### config.mk
export PLATFORM = sky130hd
export DESIGN_NAME = dns_name_to_wire_encoder_core
export DESIGN_NICKNAME = d
export VERILOG_FILES = /design/src/rtl/dnsenc_pkg.sv /design/src/rtl/dnsenc_ctrl.sv /design/src/rtl/dnsenc_datapath.sv /design/src/rtl/dns_name_to_wire_encoder_core.sv
export SDC_FILE = /design/constraint.sdc
export NUM_CORES = 1
export LEC_CHECK = 0
export BUFFER_PORTS_ARGS = -buffer_cell sky130_fd_sc_hd__buf_2
export CAP_MARGIN = 10
export CORE_MARGIN = 1.5
export CORE_UTILIZATION = 56
export DETAILED_ROUTE_END_ITERATION = 8
export HOLD_SLACK_MARGIN = 0.12
export MAX_ROUTING_LAYER = met4
export PLACE_DENSITY = 0.72
export SYNTH_ARGS = -nofsm -noshare
export SYNTH_HDL_FRONTEND = slang
export SYNTH_SLANG_ARGS = --single-unit
### constraint.sdc
create_clock -name aclk -period 7.25 [get_ports aclk]
set_input_delay 2.175 -clock aclk [delete_from_list [all_inputs] [get_ports aclk]]
set_output_delay 2.175 -clock aclk [all_outputs]
set_load 0.05 [all_outputs]
### src/rtl/dnsenc_pkg.sv
// Shared constants, types and helper functions of the DNS name wire encoder.
package dnsenc_pkg;

    localparam int MAX_LABEL_LEN = 63;
    localparam int MAX_WIRE_LEN  = 255;

    localparam int COUNT_W = $clog2(MAX_LABEL_LEN + 1);
    localparam int ADDR_W  = $clog2(MAX_LABEL_LEN);
    localparam int WIRE_W  = $clog2(MAX_WIRE_LEN + 1);
    localparam int SUM_W   = $clog2(MAX_WIRE_LEN + MAX_LABEL_LEN + 3);

    localparam logic [7:0] CHAR_HYPHEN     = 8'h2D;
    localparam logic [7:0] CHAR_UNDERSCORE = 8'h5F;
    localparam logic [7:0] CHAR_DOT        = 8'h2E;

    // Commands from the controller to the datapath.
    typedef struct packed {
        logic store_char;
        logic mark_dot;
        logic set_sent;
        logic name_clear;
        logic set_discard;
        logic clr_discard;
        logic start_emit;
        logic finish_label;
        logic push_len;
        logic push_data;
        logic push_root;
        logic push_err;
    } ctl_cmd_t;

    // Status from the datapath to the controller.
    typedef struct packed {
        logic discarding;
        logic prev_dot;
        logic seen_char;
        logic label_sent;
        logic count_zero;
        logic count_full;
        logic count_pre_full;
        logic fits_flush;
        logic fits_end;
        logic fits_full;
        logic root_ok;
        logic is_dot;
        logic char_ok;
        logic char_hyphen;
        logic data_last;
        logic out_free;
    } dp_status_t;

    function automatic logic is_label_char(input logic [7:0] c);
        logic ok;
        ok = c inside {[8'h61:8'h7A], [8'h41:8'h5A], [8'h30:8'h39],
                       CHAR_HYPHEN, CHAR_UNDERSCORE};
        return ok;
    endfunction

endpackage

### src/rtl/dnsenc_ctrl.sv
// Controller state machine that sequences label flushes, root and error words.
module dnsenc_ctrl (
    input  logic                   aclk,
    input  logic                   aresetn,
    input  logic                   s_valid,
    input  logic                   s_name_end,
    output logic                   s_ready,
    input  dnsenc_pkg::dp_status_t status,
    output dnsenc_pkg::ctl_cmd_t   cmd
);

    typedef enum logic [2:0] {
        ST_IDLE,
        ST_LEN,
        ST_DATA,
        ST_ROOT,
        ST_ERR
    } state_t;

    state_t state_reg, state_next;
    logic   root_pend_reg, root_pend_next;
    logic   char_bad;

    assign s_ready = (state_reg == ST_IDLE);

    // A character is rejected before it is stored.
    assign char_bad = (status.prev_dot && !status.seen_char) || !status.char_ok ||
                      status.label_sent || status.count_full ||
                      (status.count_zero && status.char_hyphen);

    always_comb begin
        cmd            = '0;
        state_next     = state_reg;
        root_pend_next = root_pend_reg;
        case (state_reg)
            ST_IDLE: begin
                if (s_valid) begin
                    if (status.discarding) begin
                        if (s_name_end) begin
                            cmd.clr_discard = 1'b1;
                            cmd.name_clear  = 1'b1;
                        end
                    end else if (s_name_end) begin
                        if (!status.count_zero) begin
                            if (status.fits_end) begin
                                cmd.start_emit = 1'b1;
                                root_pend_next = 1'b1;
                                state_next     = ST_LEN;
                            end else begin
                                cmd.name_clear = 1'b1;
                                state_next     = ST_ERR;
                            end
                        end else if (status.root_ok) begin
                            state_next = ST_ROOT;
                        end else begin
                            cmd.name_clear = 1'b1;
                            state_next     = ST_ERR;
                        end
                    end else if (status.is_dot) begin
                        if (status.prev_dot ||
                            (!status.count_zero && !status.fits_flush)) begin
                            cmd.name_clear  = 1'b1;
                            cmd.set_discard = 1'b1;
                            state_next      = ST_ERR;
                        end else begin
                            cmd.mark_dot = 1'b1;
                            if (!status.count_zero) begin
                                cmd.start_emit = 1'b1;
                                root_pend_next = 1'b0;
                                state_next     = ST_LEN;
                            end
                        end
                    end else if (char_bad ||
                                 (status.count_pre_full && !status.fits_full)) begin
                        cmd.name_clear  = 1'b1;
                        cmd.set_discard = 1'b1;
                        state_next      = ST_ERR;
                    end else begin
                        cmd.store_char = 1'b1;
                        if (status.count_pre_full) begin
                            cmd.set_sent   = 1'b1;
                            cmd.start_emit = 1'b1;
                            root_pend_next = 1'b0;
                            state_next     = ST_LEN;
                        end
                    end
                end
            end
            ST_LEN: begin
                if (status.out_free) begin
                    cmd.push_len = 1'b1;
                    state_next   = ST_DATA;
                end
            end
            ST_DATA: begin
                if (status.out_free) begin
                    cmd.push_data = 1'b1;
                    if (status.data_last) begin
                        cmd.finish_label = 1'b1;
                        state_next       = root_pend_reg ? ST_ROOT : ST_IDLE;
                    end
                end
            end
            ST_ROOT: begin
                if (status.out_free) begin
                    cmd.push_root  = 1'b1;
                    cmd.name_clear = 1'b1;
                    state_next     = ST_IDLE;
                end
            end
            ST_ERR: begin
                if (status.out_free) begin
                    cmd.push_err = 1'b1;
                    state_next   = ST_IDLE;
                end
            end
            default: begin
                state_next = ST_IDLE;
            end
        endcase
    end

    always_ff @(posedge aclk) begin
        if (!aresetn) begin
            state_reg     <= ST_IDLE;
            root_pend_reg <= 1'b0;
        end else begin
            state_reg     <= state_next;
            root_pend_reg <= root_pend_next;
        end
    end

endmodule

### src/rtl/dnsenc_datapath.sv
// Datapath: label buffer memory, name bookkeeping, fit checks and output register.
module dnsenc_datapath (
    input  logic                   aclk,
    input  logic                   aresetn,
    input  logic [7:0]             s_char_byte,
    input  dnsenc_pkg::ctl_cmd_t   cmd,
    output dnsenc_pkg::dp_status_t status,
    input  logic                   m_ready,
    output logic                   m_valid,
    output logic [7:0]             m_wire_byte,
    output logic                   m_last,
    output logic                   m_error
);

    localparam int CW = dnsenc_pkg::COUNT_W;
    localparam int AW = dnsenc_pkg::ADDR_W;
    localparam int WW = dnsenc_pkg::WIRE_W;
    localparam int SW = dnsenc_pkg::SUM_W;

    logic [7:0] label_mem [0:dnsenc_pkg::MAX_LABEL_LEN-1];

    logic [CW-1:0] count_reg, count_next;
    logic [WW-1:0] wire_reg, wire_next;
    logic          prev_dot_reg, prev_dot_next;
    logic          seen_reg, seen_next;
    logic          sent_reg, sent_next;
    logic          hyphen_reg, hyphen_next;
    logic          discard_reg, discard_next;
    logic [AW-1:0] rd_addr_reg, rd_addr_next;
    logic [7:0]    rd_data_reg;

    logic          m_valid_reg;
    logic [7:0]    byte_reg;
    logic          last_reg;
    logic          err_reg;

    logic [SW-1:0] sum_flush;
    logic [CW-1:0] count_m1;
    logic          char_hyphen;
    logic          push;

    assign char_hyphen = (s_char_byte == dnsenc_pkg::CHAR_HYPHEN);
    assign sum_flush   = SW'(wire_reg) + SW'(count_reg) + SW'(1);
    assign count_m1    = count_reg - CW'(1);
    assign push        = cmd.push_len || cmd.push_data || cmd.push_root || cmd.push_err;

    always_comb begin
        status.discarding     = discard_reg;
        status.prev_dot       = prev_dot_reg;
        status.seen_char      = seen_reg;
        status.label_sent     = sent_reg;
        status.count_zero     = (count_reg == '0);
        status.count_full     = (count_reg >= CW'(dnsenc_pkg::MAX_LABEL_LEN));
        status.count_pre_full = (count_reg == CW'(dnsenc_pkg::MAX_LABEL_LEN - 1));
        status.fits_flush     = !hyphen_reg && (sum_flush <= SW'(dnsenc_pkg::MAX_WIRE_LEN));
        status.fits_end       = !hyphen_reg &&
                                (sum_flush + SW'(1) <= SW'(dnsenc_pkg::MAX_WIRE_LEN));
        status.fits_full      = !char_hyphen &&
                                (sum_flush + SW'(1) <= SW'(dnsenc_pkg::MAX_WIRE_LEN));
        status.root_ok        = (SW'(wire_reg) + SW'(1) <= SW'(dnsenc_pkg::MAX_WIRE_LEN));
        status.is_dot         = (s_char_byte == dnsenc_pkg::CHAR_DOT);
        status.char_ok        = dnsenc_pkg::is_label_char(s_char_byte);
        status.char_hyphen    = char_hyphen;
        status.data_last      = (rd_addr_reg == count_m1[AW-1:0]);
        status.out_free       = !m_valid_reg || m_ready;
    end

    always_comb begin
        count_next    = count_reg;
        wire_next     = wire_reg;
        prev_dot_next = prev_dot_reg;
        seen_next     = seen_reg;
        sent_next     = sent_reg;
        hyphen_next   = hyphen_reg;
        discard_next  = discard_reg;
        rd_addr_next  = rd_addr_reg;
        if (cmd.store_char) begin
            count_next    = count_reg + CW'(1);
            seen_next     = 1'b1;
            prev_dot_next = 1'b0;
            hyphen_next   = char_hyphen;
        end
        if (cmd.mark_dot) begin
            prev_dot_next = 1'b1;
            sent_next     = 1'b0;
        end
        if (cmd.set_sent) begin
            sent_next = 1'b1;
        end
        if (cmd.finish_label) begin
            wire_next  = sum_flush[WW-1:0];
            count_next = '0;
        end
        if (cmd.name_clear) begin
            count_next    = '0;
            wire_next     = '0;
            prev_dot_next = 1'b0;
            seen_next     = 1'b0;
            sent_next     = 1'b0;
            hyphen_next   = 1'b0;
        end
        if (cmd.set_discard) begin
            discard_next = 1'b1;
        end else if (cmd.clr_discard) begin
            discard_next = 1'b0;
        end
        if (cmd.start_emit) begin
            rd_addr_next = '0;
        end else if (cmd.push_data) begin
            rd_addr_next = status.data_last ? '0 : rd_addr_reg + AW'(1);
        end
    end

    always_ff @(posedge aclk) begin
        if (cmd.store_char) begin
            label_mem[count_reg[AW-1:0]] <= s_char_byte;
        end
        rd_data_reg <= label_mem[rd_addr_next];
    end

    always_ff @(posedge aclk) begin
        if (!aresetn) begin
            count_reg    <= '0;
            wire_reg     <= '0;
            prev_dot_reg <= 1'b0;
            seen_reg     <= 1'b0;
            sent_reg     <= 1'b0;
            hyphen_reg   <= 1'b0;
            discard_reg  <= 1'b0;
            rd_addr_reg  <= '0;
            m_valid_reg  <= 1'b0;
        end else begin
            count_reg    <= count_next;
            wire_reg     <= wire_next;
            prev_dot_reg <= prev_dot_next;
            seen_reg     <= seen_next;
            sent_reg     <= sent_next;
            hyphen_reg   <= hyphen_next;
            discard_reg  <= discard_next;
            rd_addr_reg  <= rd_addr_next;
            if (push) begin
                m_valid_reg <= 1'b1;
            end else if (m_ready) begin
                m_valid_reg <= 1'b0;
            end
        end
    end

    always_ff @(posedge aclk) begin
        if (push) begin
            last_reg <= cmd.push_root || cmd.push_err;
            err_reg  <= cmd.push_err;
            if (cmd.push_len) begin
                byte_reg <= 8'(count_reg);
            end else if (cmd.push_data) begin
                byte_reg <= rd_data_reg;
            end else begin
                byte_reg <= 8'h00;
            end
        end
    end

    assign m_valid     = m_valid_reg;
    assign m_wire_byte = byte_reg;
    assign m_last      = last_reg;
    assign m_error     = err_reg;

endmodule

### src/rtl/dns_name_to_wire_encoder_core.sv
// Top level of the DNS name to wire-format encoder.
//
//   Channel  Direction  Handshake          Word contents
//   s_       in         s_valid/s_ready    s_char_byte, s_name_end
//   m_       out        m_valid/m_ready    m_wire_byte, m_last, m_error
//
// A character word that causes no output is only buffered. A word that flushes
// a label of k characters sends the length byte and the k label bytes, then the
// root byte when the end word closes the name; an error or a lone root byte is
// a single output word. The label buffer has one write and one read port and
// is read one byte per cycle while m_ready does not stall it, which sets the
// flush rate. Reset (aresetn, synchronous, active low) clears all control
// state; no clearing pass is needed. A stall on m_ready holds the output
// register and the sequencer, and s_ready stays low until the flush completes.
module dns_name_to_wire_encoder_core (
    input  logic       aclk,
    input  logic       aresetn,
    input  logic       s_valid,
    output logic       s_ready,
    input  logic [7:0] s_char_byte,
    input  logic       s_name_end,
    output logic       m_valid,
    input  logic       m_ready,
    output logic [7:0] m_wire_byte,
    output logic       m_last,
    output logic       m_error
);

    // Commands flow from the controller into the datapath; the datapath
    // answers with classification of the incoming word and fit checks of the
    // buffered label against the per-label and per-name length limits.
    dnsenc_pkg::ctl_cmd_t   cmd;
    dnsenc_pkg::dp_status_t status;

    // The controller decides, for each accepted word, whether to buffer it,
    // start a label flush, close the name with a root byte, or reject the
    // name. Rejections found on a character put the block into discard mode
    // until the end word of that name is seen.
    dnsenc_ctrl u_ctrl (
        .aclk       (aclk),
        .aresetn    (aresetn),
        .s_valid    (s_valid),
        .s_name_end (s_name_end),
        .s_ready    (s_ready),
        .status     (status),
        .cmd        (cmd)
    );

    // The datapath holds the label buffer, the byte counters of the current
    // label and name, the name flags and the single output register that
    // decouples the result side from the sequencer.
    dnsenc_datapath u_dp (
        .aclk        (aclk),
        .aresetn     (aresetn),
        .s_char_byte (s_char_byte),
        .cmd         (cmd),
        .status      (status),
        .m_ready     (m_ready),
        .m_valid     (m_valid),
        .m_wire_byte (m_wire_byte),
        .m_last      (m_last),
        .m_error     (m_error)
    );

endmodule

==> results of run 1 <==
==> logic make-up after synthesis <==
| family | count (synthesis) | share of synthesized area |
|---|---|---|
| multiplexers | 71 | 0.0314 |
| adder cells (fa/ha/maj) | 17 | 0.00944 |
| AO/OA/AOI/OAI | 354 | 0.112 |
| XOR/XNOR | 29 | 0.0112 |
| flip-flops | 552 | 0.694 |
| buffers and inverters | 120 | 0.0214 |
| AND/OR/NAND/NOR | 634 | 0.121 |
==> tightest hold or removal path, cell delays in order, from the launching register on <==
cell and delay, ns:
sky130_fd_sc_hd__dfxtp_1 0.33, sky130_fd_sc_hd__nor2_1 0.05, sky130_fd_sc_hd__nor2_1 0.07
==> metal layers <==
metal	part of all wire	routed length [microns]
met4	0.040	2690
met2	0.45	29800
met5	0	0
met3	0.11	7270
met1	0.40	26700
==> path summary, 6_finish.rpt <==
kind | startpoint | end | slack (ns) | depth (start not counted)
setup / recovery | u_dp.count_reg[0]$_SDFFE_PP0P_ | u_dp.rd_data_reg[0]$_DFF_P_ | 0.59 | 18
hold / removal | u_dp.seen_reg$_SDFFE_PP0P_ | u_dp.seen_reg$_SDFFE_PP0P_ | 0.48 | 2
setup reg to reg | u_dp.count_reg[0]$_SDFFE_PP0P_ | u_dp.rd_data_reg[0]$_DFF_P_ | 0.59 | 18
hold reg to reg | u_dp.seen_reg$_SDFFE_PP0P_ | u_dp.seen_reg$_SDFFE_PP0P_ | 0.48 | 2
==> power by group through the flow <==
stage	Combinational (W)	Sequential, W	Clock (W)
global route	0.00139	0.00356	0.00296
finish	0.00132	0.00356	0.00284
global placement	0.00127	0.00363	0
detailed placement	0.00129	0.00363	0
floorplan	0.000779	0.00367	0
CTS	0.00130	0.00356	0.00285
==> synthesized netlist by cell type, types with 20 or more instances <==
cell type	number
sky130_fd_sc_hd__mux2i_1	63
sky130_fd_sc_hd__nand3_1	60
sky130_fd_sc_hd__o22ai_1	30
sky130_fd_sc_hd__o21ai_0	22
sky130_fd_sc_hd__nand2_1	290
sky130_fd_sc_hd__clkbuf_1	59
sky130_fd_sc_hd__and3_1	20
sky130_fd_sc_hd__edfxtp_1	514
sky130_fd_sc_hd__buf_2	28
sky130_fd_sc_hd__o211ai_1	35
sky130_fd_sc_hd__a21oi_1	71
sky130_fd_sc_hd__nor2_1	157
sky130_fd_sc_hd__dfxtp_1	38
==> placed cells by master, fill, tap and decap left out, types with 8 or more instances in the layout <==
master	Yosys	layout
sky130_fd_sc_hd__a22o_1	8	8
sky130_fd_sc_hd__buf_4	0	54
sky130_fd_sc_hd__clkinv_2	0	10
sky130_fd_sc_hd__clkbuf_1	59	8
sky130_fd_sc_hd__nand2b_1	12	12
sky130_fd_sc_hd__a21oi_1	71	68
sky130_fd_sc_hd__o2bb2ai_1	14	14
sky130_fd_sc_hd__o211ai_1	35	35
sky130_fd_sc_hd__clkinv_1	0	11
sky130_fd_sc_hd__edfxtp_1	514	514
sky130_fd_sc_hd__and3_1	20	20
sky130_fd_sc_hd__nand4_1	14	14
sky130_fd_sc_hd__o2111ai_1	8	8
sky130_fd_sc_hd__ha_1	16	16
sky130_fd_sc_hd__clkbuf_16	0	55
sky130_fd_sc_hd__mux2i_1	63	63
sky130_fd_sc_hd__o211a_1	8	8
sky130_fd_sc_hd__nor2b_1	9	9
sky130_fd_sc_hd__a211o_1	17	17
sky130_fd_sc_hd__a32oi_1	10	10
sky130_fd_sc_hd__buf_2	28	24
sky130_fd_sc_hd__and2_1	9	9
sky130_fd_sc_hd__o22a_1	10	10
sky130_fd_sc_hd__xnor2_1	18	18
sky130_fd_sc_hd__a31oi_1	19	19
sky130_fd_sc_hd__nor3_1	17	17
sky130_fd_sc_hd__dfxtp_1	38	38
sky130_fd_sc_hd__inv_1	19	19
sky130_fd_sc_hd__a221oi_1	16	16
sky130_fd_sc_hd__a211oi_1	8	8
sky130_fd_sc_hd__nor2_1	157	154
sky130_fd_sc_hd__nand3_1	60	60
sky130_fd_sc_hd__o22ai_1	30	30
sky130_fd_sc_hd__nand2_1	290	290
sky130_fd_sc_hd__xor2_1	10	10
sky130_fd_sc_hd__o21ai_0	22	22
==> area by class of cell <==
cell class                 count  share of cell area
clock buffer                  66              0.0556
tap                          532              0.0256
antenna                        4            0.000385
sequential                   552               0.623
clock inverter                33              0.0128
timing repair buffer          81              0.0225
inverter                      19             0.00274
multi-input combinational   1105               0.258
==> stage by stage <==
stage	hold slack [ns]	worst slack [ns]	cells
6_report	0.477	0.592	2392
5_1_grt	0.533	0.317	2392
4_1_cts	0.486	0.716	2388
3_5_place_dp	0.470	0.518	2289
3_3_place_gp	0.457	0.641	2289
2_1_floorplan	0.440	2.02	1777
==> results, run 1 <==
- After routing the design area is 0.0260 sq mm.
- The synthesized netlist net count is 1807.
- The signal on the critical path passes through inv_1 > ha_1 > fa_1 > nand2b_1 > a2111oi_0 > a211oi_1 > nor4_1 > and4_1 > ha_1 > inv_1 > a2111o_1 > a211oi_1 > nor3_2 > o21ai_2 > buf_12 > a211o_1 > o211ai_1 > or4_1.
- After clock tree synthesis, the clock-pin slew on the worst setup and hold paths is 0.07 ns.
- After layout, the design draws a total of about 0.0077 W.
- The initial utilization of the core area, before any placement, comes to 0.569.
- Of the total power, the clock network draws 0.368.
- The arrival time of the worst setup path is 7.15 ns.
- Summing all placed instances gives a cell area of 0.0242 sq mm.
- By area the synthesized netlist is led by sky130_fd_sc_hd__edfxtp_1 66%, sky130_fd_sc_hd__nand2_1 4.7%, sky130_fd_sc_hd__dfxtp_1 3.3%.
- The count of final hold-check violations is 0.
- The layout has 3049 filler cells.
- The area share of the leading cell type in the synthesized netlist is 0.661.
- The synthesized area is 0.0233 sq mm.
- Yosys printed 0 warnings.
- Measured along the y axis, the die boundary spans between 200 and 250 microns.
- The share of total power dissipated in sequential elements is 0.461.
- Clock tree synthesis found a total of 552 sinks.
- The top flip-flop cell by instance count after synthesis is sky130_fd_sc_hd__edfxtp_1.
- The flip-flop and latch count after synthesis is 552.
- The register with the most flip-flops in the layout has just over 500 of them.
- Detailed routing inserted a total of 15800 vias.
- The buffer depth of the longest clock path is 3.
- The die span in x is 207 microns.
- The sum of routed wire length over all layers is 66.4 mm.
- The port buffer count is 24.
- The cell family contributing the most delay on the critical path is compound AO/OA/AOI/OAI gates.
- 25 I/O pins were placed.
- Dividing the detail-routed wire length by the instance count gives 27.8 microns.
- In this run the static leakage power is 9.01 nW.
- The fraction of layout instances using a drive strength above 1 is 0.108.
- On the final layout, the worst clock skew is about 0.018 ns.
- The type of element capturing the critical path is a flop.
- At the end of routability-driven placement, the weighted congestion stood at 1.01.
- The flow ran to the end, and the final reports show no timing, DRC or antenna violations.
- The initial antenna violation count was 4.
- In this run the tightest slew margin relative to its limit is 0.160.
- The max-capacitance violation count is 0.
- The cell type of the slowest stage on the worst timing path is sky130_fd_sc_hd__o21ai_2.
- TritonCTS created 54 clock buffers.
- The cell internal power dissipation is 0.00556 W.
- Yosys mapped a number of flops with a built-in enable equal to 514.
- The critical path contains buffers and inverters numbering 3 combined.
- The DRC violation count after routing is 0.
- The sequential-to-total area share from yosys stat is 0.694.
- The final number of max-transition violations is 0.
- The maximum cell stage delay along the critical path is 0.89 ns.
- The net switching share of the total power is 0.280.
- The depth of the CTS H-tree is 2.
- The synthesis-to-finish area growth is 11.5%.
- The time the worst path needs with I/O delays and setup is roughly 6.7 ns.
- Setup repair after global routing left no endpoint under its margin.
- The most crowded layer after global routing is met2.
- The remaining antenna violation count after routing is 0.
- The total congestion overflow after global routing is 0.
- The netlist uses approximately 80 different library cells.
- The core outline area is just over 0.04 sq mm.
- The number of failing setup endpoints in the final timing report is 0.
- The number of detailed-route iterations in the first pass is 7.
- The floorplan has 74 rows.
- The average footprint of a synthesized cell is 13.1 sq um.
- The worst endpoint required time is 7.74 ns.
- In this run the worst path has a maximum fanout of 18.
- Of all flip-flops after synthesis, the portion carrying an async set or reset was 0.
- The share of total power dissipated in combinational logic is 0.171.
- The later-pin clock latency in the skew report is 0.62 ns.
- The sequential cells in the finished layout cover a total of 0.0162 sq mm.
- The category of the worst setup path launch point is a flop.
- The first global-routing pass estimated roughly 97 mm of wire.
- Summing all multi-input logic gate instances after layout gives between 0.006 and 0.007 sq mm.
- The total die area is 0.0429 sq mm.
- The met2 track demand over resource in global routing is 0.464.
- The net switching power is 0.00217 W.
- The global routing usage summed across all routing layers is 0.317.
- In the finished design, the share of the clock period the worst path needs comes to 0.918.
- The via count of the first global-routing pass is 15000.
- The type of the tightest min-delay check is flop to flop.
- After technology mapping, the gate count stands at approximately 1800.
- The share of the core filled with cells is 0.634.
- Summed over all instances, the cell type with the most area after synthesis is sky130_fd_sc_hd__edfxtp_1.
- The largest net degree at the start of global routing is 85.
- The root buffer cell chosen for the clock tree is sky130_fd_sc_hd__clkbuf_16.
- Detailed placement ended at an HPWL of 42.7 mm.
- The worst vdd rail ir drop is 0.260 mV.
- The setup TNS is 0 ns.
- Gates resized during post-CTS repair numbered 0.
- Dividing total power by cell area gives a power density of 297 mW/mm^2.
- In the final design database the tool counted 1843 nets.
- Using the TritonRoute via totals, the vias-per-cell ratio works out to 6.60.
- The number of buffers added for setup after CTS is 0.
- For the pin with the worst max-slew slack, the measured transition is 1.26 ns.
- The initial DRC count is around 2300.
- TritonCTS built the clock tree.
- The achievable clock frequency is 150 MHz.
- The critical path start-end classification is flop to flop.
- The global-route track usage on met1 is 0.441.
- The count of hold-fix buffers inserted at cts is 0.
- In the global route stage, met3 resource usage came out at 0.0584.
Note: power is estimated with default switching activity, not from simulation.
==> run 2, diff against run 1 <==
--- a/config.mk
+++ b/config.mk
@@ -9,6 +9,7 @@
 export CAP_MARGIN = 10
 export CORE_MARGIN = 1.5
 export CORE_UTILIZATION = 56
+export CTS_BUF_LIST = sky130_fd_sc_hd__clkbuf_8
 export DETAILED_ROUTE_END_ITERATION = 8
 export HOLD_SLACK_MARGIN = 0.12
 export MAX_ROUTING_LAYER = met4
==> results, run 2 (synthesis gave the netlist of run 1 again) <==
- The later-pin clock latency in the skew report is 0.68 ns.
- The die is 207 microns tall.
- The cell count of the worst reg-to-reg path is 18.
- The initial antenna violation count is 3.
- Along the worst hold path, the cell count comes to 2.
- The worst hold path begins at u_dp.seen_reg$_SDFFE_PP0P_.
- Summed over all cells, the static leakage comes to just over 9 nW.
- The worst setup path is of the flop to flop kind.
- In this run, the number of DRC markers left after iteration 0 of detailed routing was about 2200.
- Setup violations remaining at the end of the flow were counted as 0.
- The worst vdd rail ir drop is between 0.15 and 0.2 mV.
- TritonCTS built the clock tree.
- The routed design uses 29.8 mm of met2 wire.
- The initial utilization of the core area, before any placement, comes to 0.569.
- Row generation in the floorplan step produced 74 rows.
- In this run the deepest clock path goes through 3 buffers.
- The count of final hold-check violations is 0.
- The worst setup path is captured at a flop.
- Data on the critical path is required at its endpoint by 7.79 ns.
- The die covers 0.0429 sq mm.
- The routed wire length on met3 is approximately 6.6 mm.
- After global routing the overflow that remains totals 0.
- Between clock sinks in the finished design, the worst skew comes to 0.0337 ns.
- Measured against its own limit, the worst slew margin works out to 0.153.
- The HPWL after detailed placement is 42.7 mm.
- The fraction of layout instances using a drive strength above 1 is 0.117.
- The achievable clock frequency is 149 MHz.
- In the layout the commonest cells are 514 x sky130_fd_sc_hd__edfxtp_1, 290 x sky130_fd_sc_hd__nand2_1, 154 x sky130_fd_sc_hd__nor2_1.
- The count of hold-fix buffers inserted at cts is 0.
- In this run the critical register-to-register path is captured at u_dp.rd_data_reg[0]$_DFF_P_.
- The first global-routing pass estimated 97.7 mm of wire.
- In this run, post-CTS repair resized a total of 0 instances.
- For this block, the routed nets add up to 66.4 mm of wire.
- After filler insertion, the fill cell instance count of the layout stands at 3117.
- Clock tree synthesis selected as its root buffer the cell sky130_fd_sc_hd__clkbuf_8.
- After routing, the total negative slack on setup checks comes to 0 ns.
- The transition at the pin with the smallest max-transition slack is 1.27 ns.
- Dividing total power by cell area gives a power density of 282 mW/mm^2.
- In this run the tool buffered the top-level ports with 24 buffer cells.
- Setup slack on the worst reg-to-reg path comes out at 0.53 ns.
- The core outline area is 0.0410 sq mm.
- Entering global routing, the biggest net connects 85 pins.
- The worst setup path is launched from a flop.
- The instance area after placement is 0.0242 sq mm.
- The depth of the CTS H-tree is 3.
- The pre-antenna-repair detailed-routing pass consisted of 5 iterations.
- The synthesis-to-finish area growth is 10.4%.
- The global routing usage summed across all routing layers is 0.319.
- Buffers added to address setup during post-CTS repair amount to 0.
- The most common cell after layout, fill and taps aside is sky130_fd_sc_hd__edfxtp_1.
- The layout net count is around 1900.
- The detailed router put a total of roughly 27 mm of wire on met1.
- The power after layout is a little over 0.007 W.
- The register with the most flip-flops in the layout has 504 of them.
- The average vias per placed instance is 6.50.
- Routability-driven placement finished with a final weighted congestion of between 1 and 1.5.
- The share of the core filled with cells is 0.628.
- The startpoint identified for the worst register-to-register timing path is u_dp.count_reg[0]$_SDFFE_PP0P_.
- Along the worst path, the maximum fanout reaches 18.
- The arrival time of the worst setup path is 7.26 ns.
- The min-delay analysis places its worst path in the category flop to flop.
- Counting the buffers created by CTS gives 88.
- The top routing layer in use is met4.
- The DRC violation count after routing is 0.
- Setup repair after global routing left no endpoint under its margin.
- The max-capacitance violation count is 0.
- For this design, the sink count on the clock tree is 552.
- The end point of the most critical hold path is u_dp.seen_reg$_SDFFE_PP0P_.
- The detailed-route wire length per cell is 27.1 microns.
- The smallest clock period supported by the final layout is computed as 6.72 ns.
- The final number of max-transition violations came to 0.
- The via count of the first global-routing pass came to ~15000.
- 25 I/O pins were placed.
- The clock transition at the registers of the reported paths is 0.07 ns.
- The detail route stage leaves a number of antenna-violating nets equal to 0.
- After routing the design area is 0.0258 sq mm.
- The die is 207 microns wide.
- The run finished with clean final reports.
- Across all layers, the routed design uses about 16000 vias.
- The fraction of the cycle the final worst path needs is 0.927.
==> run 2: changes by cell type in the layout (fill, tap and decap cells not counted), moves of 2 or more <==
cell                         previous run  this run
sky130_fd_sc_hd__inv_1                 19        53
sky130_fd_sc_hd__clkbuf_8               3        89
sky130_fd_sc_hd__clkbuf_1               8         0
sky130_fd_sc_hd__bufinv_16              6         0
sky130_fd_sc_hd__clkinvlp_4             4         2
sky130_fd_sc_hd__clkinv_1              11        22
sky130_fd_sc_hd__clkbuf_16             55         0
==> run 2: area by class of cell <==
| type | instances | area, sq um | area share |
|---|---|---|---|
| Tap cell | 532 | 666 | 0.0258 |
| Timing Repair Buffer | 81 | 586 | 0.0227 |
| Clock inverter | 71 | 312 | 0.0121 |
| Inverter | 19 | 71.3 | 0.00277 |
| Sequential cell | 552 | 16200 | 0.628 |
| Clock buffer | 89 | 1220 | 0.0475 |
| Multi-Input combinational cell | 1105 | 6710 | 0.260 |
| Antenna cell | 3 | 7.51 | 0.000291 |
==> run 2: per-layer routing <==
| metal | vias up | global-route usage |
|---|---|---|
| met5 | - | - |
| met4 | 0 | 0.138 |
| met3 | 187 | 0.0593 |
| met2 | 979 | 0.463 |
| met1 | 7865 | 0.443 |
| li1 | 6913 | - |
==> run 2: critical path, stage by stage, from the launching register on <==
cell and delay, ns:
sky130_fd_sc_hd__dfxtp_1 0.56, sky130_fd_sc_hd__inv_1 0.11, sky130_fd_sc_hd__ha_1 0.22, sky130_fd_sc_hd__fa_1 0.48, sky130_fd_sc_hd__nand2b_1 0.22, sky130_fd_sc_hd__a2111oi_0 0.39
sky130_fd_sc_hd__a211oi_1 0.18, sky130_fd_sc_hd__nor4_1 0.56, sky130_fd_sc_hd__and4_1 0.28, sky130_fd_sc_hd__ha_1 0.18, sky130_fd_sc_hd__inv_1 0.06, sky130_fd_sc_hd__a2111o_1 0.36
sky130_fd_sc_hd__a211oi_1 0.54, sky130_fd_sc_hd__nor3_2 0.28, sky130_fd_sc_hd__o21ai_2 0.90, sky130_fd_sc_hd__o211ai_1 0.33, sky130_fd_sc_hd__nand3_1 0.26, sky130_fd_sc_hd__nand4_1 0.12
sky130_fd_sc_hd__or4_1 0.54
==> run 2: worst max path at each step <==
| stage | start | to | slack [ns] | cells after the start |
|---|---|---|---|---|
| after floorplan | s_char_byte[1] | u_dp.rd_data_reg[3]$_DFF_P_ | 2.02 | 13 |
| after global placement | s_char_byte[4] | u_dp.rd_data_reg[3]$_DFF_P_ | 0.64 | 12 |
| after detailed placement | s_char_byte[4] | u_dp.rd_data_reg[0]$_DFF_P_ | 0.52 | 12 |
| after CTS | u_dp.count_reg[0]$_SDFFE_PP0P_ | u_dp.rd_data_reg[1]$_DFF_P_ | 0.70 | 18 |
| after global routing | u_dp.count_reg[0]$_SDFFE_PP0P_ | u_dp.rd_data_reg[1]$_DFF_P_ | 0.29 | 18 |
| final | u_dp.count_reg[0]$_SDFFE_PP0P_ | u_dp.rd_data_reg[0]$_DFF_P_ | 0.53 | 18 |
==> run 2: power breakdown <==
| part | switching [W] | leakage, nW | internal, W |
|---|---|---|---|
| Sequential | 0.0000334 | 4.93 | 0.00353 |
| Clock | 0.00123 | 0.912 | 0.00115 |
| Combinational | 0.000916 | 3.21 | 0.000400 |
| Total | 0.00218 | 9.05 | 0.00508 |
==> run 2: stage by stage <==
step	instances	worst slack, ns	hold WS [ns]
floorplan	1777	2.02	0.440
global placement	2289	0.641	0.457
detailed placement	2289	0.518	0.470
CTS	2449	0.700	0.484
global route	2452	0.290	0.533
finish	2452	0.528	0.474
